--- src/rtl/ipbl_ram.sv ---
// ----------------------------------------------------------------------------
// ipbl_ram: generic simple dual-port RAM
// One write and one read per cycle, registered read data.
// ----------------------------------------------------------------------------
module ipbl_ram #(
  parameter int unsigned Width = 8,
  parameter int unsigned Depth = 16
) (
  input  logic                     clk_i,
  input  logic                     we_i,
  input  logic [$clog2(Depth)-1:0] waddr_i,
  input  logic [Width-1:0]         wdata_i,
  input  logic [$clog2(Depth)-1:0] raddr_i,
  output logic [Width-1:0]         rdata_o
);

  logic [Width-1:0] mem_q [Depth];
  logic [Width-1:0] rdata_q;

  // Write port and registered read port
  always_ff @(posedge clk_i) begin
    if (we_i) mem_q[waddr_i] <= wdata_i;
    rdata_q <= mem_q[raddr_i];
  end

  assign rdata_o = rdata_q;

endmodule

--- config.mk ---
export PLATFORM = sky130hd
export DESIGN_NAME = ipbl_ram
export DESIGN_NICKNAME = d
export VERILOG_FILES = /design/src/rtl/ipbl_ram.sv
export SDC_FILE = /design/constraint.sdc
export NUM_CORES = 1
export LEC_CHECK = 0
export BUFFER_PORTS_ARGS = -buffer_cell sky130_fd_sc_hd__clkbuf_2
export CORE_MARGIN = 2
export CORE_UTILIZATION = 55
export DETAILED_ROUTE_END_ITERATION = 10
export PLACE_DENSITY = 0.73
export SYNTH_ARGS = -nofsm -noshare
export SYNTH_HDL_FRONTEND = slang
export SYNTH_SLANG_ARGS = --single-unit
export TNS_END_PERCENT = 5
--- constraint.sdc ---
create_clock -name clk_i -period 2.15 [get_ports clk_i]
set_clock_uncertainty 0.15 [all_clocks]
set_input_delay 0 -clock clk_i [delete_from_list [all_inputs] [get_ports clk_i]]
set_output_delay 0 -clock clk_i [all_outputs]
set_load 0.05 [all_outputs]
==> flow_summary.ini <==
[logic_synthesis]
ys_ff_latch = 136
synth.cell_area_um2 = 5150
syn_inst = 229
synth_top_area_share_pct = 74.7
yosysWarnings = 0
avgSynthCellArea_um2 = 22.5
syn_nets = 247
synthTopCellsByArea = edfxtp_1, mux4_2, mux4_1
ys_seq_area_share_pct = 77.8
yosysTopAreaCell = edfxtp_1
synth_cell_types = 19

[run]
drv_cap = 0

[die]
start_util_pct = 56.2
rows = 35
ioPinCount = 26
die_w_um = 101
die_h_um = 101
design.die.area_um2 = 10100
fp.coreArea_um2 = 9150

[placement]
portBuffers = 25
dp.cells = 375
gp_congestion = 0.774
dp_hpwl_um = 6070

[layout]
antenna_cells = 0
drive_gt1_share_pct = 30.7
nets = 318
syn_to_final_growth_pct = 21.5
final_cells = 424

[sta]
worstMarginPinSlew_ps = 612
relSlewSlack_pct = 59.1
timing.setup.tns_ps = 0
period_share_pct = 91.9
hold_viol = 0
setup-violations-final = 0
slew_viol_final = 0
rsz0062_at_grt = no
fmax_mhz = 506
post-route-min-period_ps = 1980

[clock_network]
cts_tree = built
path_clk_slew_ps = 60
clock_tree.buffer_depth = 2
htree_levels = 4
clock-sinks = 136
cts_buffers = 17
clock_latency_ps = 520
clock-root-buffer = clkbuf_8

[grt]
track_usage_pct = 21.7
antenna_found_initial = 0
grt_max_degree = 33
grt_pass1_vias = 2671
grt_pass1_wl_um = 15200
overflow = 0

[routing]
wire_per_inst_um = 23.1
drtPass1Iterations = 5
num_vias = 2532
finalWirelength_um = 9790
drtIter0Drc = 247
ant_nets = 0
drc_errors = 0
viasPerCell = 5.97

[worst_setup_path]
regToRegEndpoint = rdata_o[3]
r2r_slack_ps = 580
required_ps = 2240
rr_worst_depth = 3
path_max_fanout = 5
crit_arrival_ps = 2060
start_kind = input port
reg2reg_from = mem_q[1][3]
critical_path_class = in2reg
end_kind = register

[hold_path]
whs_endpoint = rdata_o[5]
hold_class = in2reg
min-delay-start = raddr_i[1]
whs_path_depth = 4

[power]
p_leak_uw = 0.00217
powerDensity_nw_per_um2 = 984
ir_drop_mv = 0.606

[run_status]
status = completed
-- cells in the mapped netlist --
master,number
a22oi_1,16
and2_1,1
and2b_1,1
buf_2,3
buf_4,1
buf_6,3
clkdlybuf4s25_2,3
dfxtp_1,8
edfxtp_1,128
mux4_1,14
mux4_2,18
nand2_1,9
nand2b_1,2
nand3_1,1
nand3b_1,2
nor2_1,13
nor2b_1,1
nor3_1,4
or3b_2,1
-- timing repair --
action / in CTS / in global routing
gates resized for setup: 0 / 0
hold buffers: 17 / 0
endpoints found under the hold margin: 200 / 0
buffers inserted: 0 / 0
-- critical path, stage by stage --
cell and delay, ps:
dlygate4sd3_1 540, clkbuf_2 140, nand3b_1 240, dlygate4sd3_1 620, nor2_1 300, buf_4 220
-- where the power goes --
group / internal, uW / switching [uW] / total [uW]
logic: 138 / 215 / 353
registers: 2960 / 17.6 / 2980
clock network: 1680 / 1140 / 2820
-- how the worst max path moves through the flow --
stage | startpoint | end | slack (ps) | cells after the start
after floorplan | waddr_i[2] | mem_q[0][0] | 510 | 2
after global placement | raddr_i[0] | rdata_o[3] | 500 | 5
after detailed placement | raddr_i[0] | rdata_o[3] | 470 | 5
after CTS | waddr_i[3] | mem_q[5][1] | 250 | 6
after global routing | waddr_i[3] | mem_q[5][0] | 100 | 6
final | waddr_i[3] | mem_q[5][4] | 170 | 6
-- layer usage --
metal  wire length, um  part of all wire (%)  global-route usage [%]  vias up
li1                  -                     -                       -     1119
met1              4080                    42                    30.0     1308
met2              4990                    51                    34.2       94
met3               607                   6.2                    5.41       11
met4               109                   1.1                    7.59        0
met5                 0                     0                       0        -
-- final cells by class --
cell class                      instances  area [um2]
Timing Repair Buffer                   62         470
Clock inverter                         15         171
Multi-Input combinational cell         83        1060
Sequential cell                       136        4000
Clock buffer                           17         414
Tap cell                              111         139
Fill cell                             568        2900
-- cells by family after synthesis --
group | synth area share [%]
buf+inv | 1.68
compound gates | 2.33
simple gates | 3.18
mux | 15.0
flops | 77.8
-- per-stage QoR --
step                      hold slack, ps  area (um2)  power, uW  setup WS (ps)  utilization (%)
after floorplan                    -51.1        5150       3240            507                -
after global placement               254        5500       3360            505             60.1
after detailed placement             274        5500       3370            470             60.1
after CTS                           2.67        6260       6190            253             68.4
after global routing                61.4        6260       6340           99.3             68.4
final                               27.3        6260       6150            175             68.4
-- state kept, by name, summed over array words and instances, names as in the netlist --
name     flops
mem_q      128
rdata_o      8
-- cells in the final DEF, fill, tap and decap left out --
| master | synthesis | routed |
|---|---|---|
| nor2b_1 | 1 | 1 |
| bufinv_16 | 0 | 2 |
| nand2b_1 | 2 | 2 |
| inv_6 | 0 | 2 |
| clkinvlp_4 | 0 | 3 |
| clkinv_4 | 0 | 5 |
| dlygate4sd3_1 | 0 | 17 |
| nand3b_1 | 2 | 2 |
| clkinv_2 | 0 | 1 |
| clkbuf_2 | 0 | 25 |
| inv_8 | 0 | 2 |
| clkbuf_8 | 0 | 1 |
| mux4_1 | 14 | 14 |
| nand2_1 | 9 | 9 |
| clkbuf_16 | 0 | 16 |
| and2b_1 | 1 | 1 |
| nor3_1 | 4 | 4 |
| dfxtp_1 | 8 | 8 |
| buf_4 | 1 | 18 |
| buf_12 | 0 | 2 |
| nor2_1 | 13 | 13 |
| edfxtp_1 | 128 | 128 |
| or3b_2 | 1 | 1 |
| mux4_2 | 18 | 18 |
| and2_1 | 1 | 1 |
| a22oi_1 | 16 | 16 |
| nand3_1 | 1 | 1 |
(Power assumes the default switching activity.)
