===== config.mk =====
export PLATFORM = sky130hd
export DESIGN_NAME = ipbl_match
export DESIGN_NICKNAME = d
export VERILOG_FILES = /design/src/rtl/ipbl_pkg.sv /design/src/rtl/ipbl_match.sv
export SDC_FILE = /design/constraint.sdc
export NUM_CORES = 1
export LEC_CHECK = 0
export ABC_AREA = 1
export BUFFER_PORTS_ARGS = -buffer_cell sky130_fd_sc_hd__buf_2
export CAP_MARGIN = 5
export CELL_PAD_IN_SITES_DETAIL_PLACEMENT = 2
export CELL_PAD_IN_SITES_GLOBAL_PLACEMENT = 2
export CORE_MARGIN = 2
export CORE_UTILIZATION = 26
export DETAILED_ROUTE_END_ITERATION = 12
export PLACE_DENSITY = 0.82
export SYNTH_ARGS = -nofsm -noshare
export SYNTH_HDL_FRONTEND = slang
export SYNTH_SLANG_ARGS = --single-unit

===== constraint.sdc =====
create_clock -name vclk -period 3.9
set_input_delay 0.195 -clock vclk [all_inputs]
set_output_delay 0.195 -clock vclk [all_outputs]
set_load 0.03 [all_outputs]

===== src/rtl/ipbl_pkg.sv =====
// ----------------------------------------------------------------------------
// ipbl_pkg: shared types and constants
// Rule and address record layouts, function codes, status codes, rule kinds, defaults and address helpers.
// ----------------------------------------------------------------------------
package ipbl_pkg;

  localparam int unsigned RuleSlotsDef = 16;
  localparam int unsigned AddrW = 64;
  localparam int unsigned PrefixW = 8;
  localparam logic [PrefixW-1:0] V4PrefixMax = 8'd32;
  localparam logic [PrefixW-1:0] V6PrefixMax = 8'd128;
  localparam logic [15:0] MappedTag = 16'hffff;

  typedef enum logic [2:0] {
    FUNC_CHECK  = 3'd0,
    FUNC_ADDR   = 3'd1,
    FUNC_RANGE  = 3'd2,
    FUNC_SUBNET = 3'd3,
    FUNC_REMOVE = 3'd4
  } func_e;

  typedef enum logic [1:0] {
    STATUS_OK     = 2'd0,
    STATUS_FULL   = 2'd1,
    STATUS_ORDER  = 2'd2,
    STATUS_PREFIX = 2'd3
  } status_e;

  typedef enum logic [1:0] {
    KIND_ADDR   = 2'd0,
    KIND_RANGE  = 2'd1,
    KIND_SUBNET = 2'd2,
    KIND_NONE   = 2'd3
  } kind_e;

  typedef struct packed {
    logic [1:0]         kind;
    logic [1:0]         fams;
    logic [AddrW-1:0]   first_hi;
    logic [AddrW-1:0]   first_lo;
    logic [AddrW-1:0]   second_hi;
    logic [AddrW-1:0]   second_lo;
    logic [PrefixW-1:0] prefix;
  } rule_t;

  localparam int unsigned RuleW = $bits(rule_t);

  typedef struct packed {
    logic             fam;
    logic [AddrW-1:0] hi;
    logic [AddrW-1:0] lo;
  } addr_t;

  // Mask IPv4 down to its 32 bits
  function automatic addr_t norm_addr(logic fam, logic [AddrW-1:0] hi, logic [AddrW-1:0] lo);
    addr_t a;
    a.fam = fam;
    a.hi  = fam ? hi : '0;
    a.lo  = fam ? lo : {32'd0, lo[31:0]};
    return a;
  endfunction

  // 128-bit mapped form
  function automatic logic [127:0] map_addr(addr_t a);
    logic [127:0] m;
    m = {a.hi, a.lo};
    if (!a.fam) m[47:32] = MappedTag;
    return m;
  endfunction

  function automatic logic is_mapped(addr_t a);
    return (a.hi == '0) && (a.lo[63:32] == {16'd0, MappedTag});
  endfunction

endpackage


===== src/rtl/ipbl_match.sv =====
// ----------------------------------------------------------------------------
// ipbl_match: shared rule compare unit
// Tests one stored rule against the key address; also flags removal hits.
// ----------------------------------------------------------------------------
module ipbl_match
  import ipbl_pkg::*;
(
  input  rule_t rule_i,
  input  addr_t key_i,
  output logic  hit_o,
  output logic  rm_hit_o
);

  addr_t        f, s;
  logic [127:0] xm, fm, sm, pmask;
  logic         nc1, nc2, ge1, le2;
  logic [7:0]   n;
  logic [8:0]   n_w;

  always_comb begin
    f   = norm_addr(rule_i.fams[0], rule_i.first_hi, rule_i.first_lo);
    s   = norm_addr(rule_i.fams[1], rule_i.second_hi, rule_i.second_lo);
    xm  = map_addr(key_i);
    fm  = map_addr(f);
    sm  = map_addr(s);
    nc1 = (key_i.fam != f.fam) &&
          ((key_i.fam && !is_mapped(key_i)) || (f.fam && !is_mapped(f)));
    nc2 = (key_i.fam != s.fam) &&
          ((key_i.fam && !is_mapped(key_i)) || (s.fam && !is_mapped(s)));
    ge1 = !nc1 && (xm >= fm);
    le2 = !nc2 && (xm <= sm);
    // Prefix length over the mapped form, clamped to 128
    n_w = f.fam ? {1'b0, rule_i.prefix} : 9'd96 + {1'b0, rule_i.prefix};
    n   = (n_w > 9'd128) ? 8'd128 : n_w[7:0];
    pmask = (n == 8'd0) ? '0 : ~(128'd0) << (8'd128 - n);
    unique case (rule_i.kind)
      KIND_ADDR:   hit_o = (xm == fm);
      KIND_RANGE:  hit_o = ge1 && le2;
      KIND_SUBNET: hit_o = ((xm ^ fm) & pmask) == '0;
      default:     hit_o = 1'b0;
    endcase
    rm_hit_o = (rule_i.kind == KIND_ADDR) && (rule_i.fams[0] == key_i.fam) &&
               (f.hi == key_i.hi) && (f.lo == key_i.lo);
  end

endmodule


==> metrics <==
Tmin final roughly 3.7 ns; Leak roughly 0.0081 µW; PwrDens 169 mW/mm²; Detail Placement HPWL between 50,000 and 60,000 µm; port bufs between 300 and 400; Via-to-Cell Ratio around 5.4; Yosys cell types between 40 and 50; Mapped Area approximately 0.011 mm²; area grow syn2layout 29.3%; share of cells above drive strength 1 0.239; vias after detailed routing around 16,000; Synth warnings 0; Initial Utilization 0.262; vias in the first global route between 15,000 and 20,000; Worst Path Required 3.70 ns; GRT Resource Usage Total 0.277; fill cell count between 5,000 and 6,000; Worst Setup End Kind output pin; global-route wire length before repair roughly 97,000 µm; footprint of the multi-input gates roughly 0.010 mm²; most used cell, CP nand2_2; First-pass DRT Iterations 4; crit share post-route 0.944; core area approximately 0.043 mm²; maximum VDD drop just under 0.00009 V; largest net degree at the start of global routing 100; CP max FO 7; number of cells on the worst hold path 5; Worst-Margin Slew slightly below 1 ns; Hold Path Origin rule_i[267]; sequential cell count 0; drc violations 0; initial antenna violation count 1; DIE AREA between 0.04 and 0.05 mm²; most common cell in the synthesized netlist nand2_1; GP Congestion about 0.95; Synth Area per Inst roughly 5.6 µm²; Worst setup SP type primary input; top cell type's share of synthesized area 0.291; endpoints failing setup 0; Die Width around 210 µm; Worst slew margin 0.355; drt initial violations between 700 and 800; Max Freq around 0.27 GHz; dpl cells just under 3,000; outcome complete, no violations; worst stage delay on the critical path roughly 0.24 ns; slowest CP cell a31o_2; Slew Limit Fails 0; Arr. time, crit path between 3 and 4 ns; Final Util 0.339; CTS Hold Bufs 0; post-synth top area cell ha_1; # diodes 0; Post-Layout Cell Count about 2,900; clock buffers 0; Max Cap Viol 0; grt ovf 0; Routed WL about 64,000 µm; Antenna Violating Nets Remaining 0; final hold vios 0; Post-Syn Instances between 1,500 and 2,000; syn_nets 2,648; Storage cell area 0 µm²; num ports 399; Final nets ~3,000; Setup TNS 0 ns; Die Y between 200 and 250 µm; FP Rows 76; routed wire length per instance around 22 µm; HP Class primary input to output pin; Hold Crit Endpoint hit_o; synth cell count leaders nand2_1 (558), ha_1 (261), inv_1 (258); kind of critical path primary input to output pin; Area contributors post-synth ha_1 (29%), nand2_1 (19%), nand4_1 (9.5%); share of the yosys chip area belonging to registers 0
[cell type report]
type / count / share of cell area
timing repair buffer: 476 / 0.187
inverter: 264 / 0.0693
tap: 546 / 0.0471
multi-input combinational: 1650 / 0.696
[metal layers]
metal  wire (µm)  vias up  track usage
li1            -     7633            -
met1       27900     7735        0.348
met2       32100      314        0.516
met3        2340       59       0.0205
met4        1450        0       0.0559
met5           0        -            0
[cell usage in the layout, fill, tap and decap left out, drive strengths merged, types with 4 or more instances in the layout]
master,count
o211ai,9
nand4,170
o21a,5
inv,262
ha,261
o21ai,69
or2,8
nor4,45
nand3,106
nor3,35
xor2,7
nand3b,16
nor2,187
a21oi,137
buf,475
nand2,563
o2111ai,4
[power by group]
group          internal, µW  switching [µW]  leakage (µW)
registers                 0               0             0
logic                   900            1560       0.00811
clock network             0               0             0
[kinds of logic (layout without fill, tap and decap cells)]
family | Yosys count | in the layout | synth area share
compound gates | 246 | 246 | 0.121
fa+ha+maj | 261 | 261 | 0.291
buf+inv | 340 | 740 | 0.124
xor+xnor | 8 | 8 | 0.00625
simple gates | 1135 | 1135 | 0.458
[worst max path at each step]
stage	from	end	slack, ns
2_1_floorplan	rule_i[5]	hit_o	0.52
3_3_place_gp	rule_i[5]	hit_o	-0.17
3_5_place_dp	rule_i[5]	hit_o	-0.30
4_1_cts	rule_i[5]	hit_o	0.007
5_1_grt	rule_i[5]	hit_o	-0.03
6_report	rule_i[5]	hit_o	0.22
[what timing repair did]
action | in CTS | in global routing
setup buffers | 1 | 2
gates resized for setup | 20 | 72
gates cloned | 0 | 1
pin swaps | 3 | 18
setup endpoints to repair | 1 | 1
[per-stage QoR]
| step | hold slack [ns] | power (µW) | cell area [µm²] | setup slack [ns] |
|---|---|---|---|---|
| floorplan | 0.672 | 1340 | 11200 | 0.517 |
| global placement | 0.858 | 2250 | 14200 | -0.171 |
| detailed placement | 0.872 | 2340 | 14200 | -0.303 |
| CTS | 0.867 | 2370 | 14200 | 0.00721 |
| global route | 0.895 | 2740 | 14500 | -0.0338 |
| finish | 0.855 | 2460 | 14500 | 0.219 |
[worst max-delay path, delay by kind of cell]
kind / cells / cell delay, ns
AOI/OAI and AO/OA: 3 / 0.49
buffers and inverters: 7 / 0.69
and+or+nand+nor: 16 / 1.50
adders and majority gates: 3 / 0.63
Note: power is estimated with default switching activity, not from simulation.
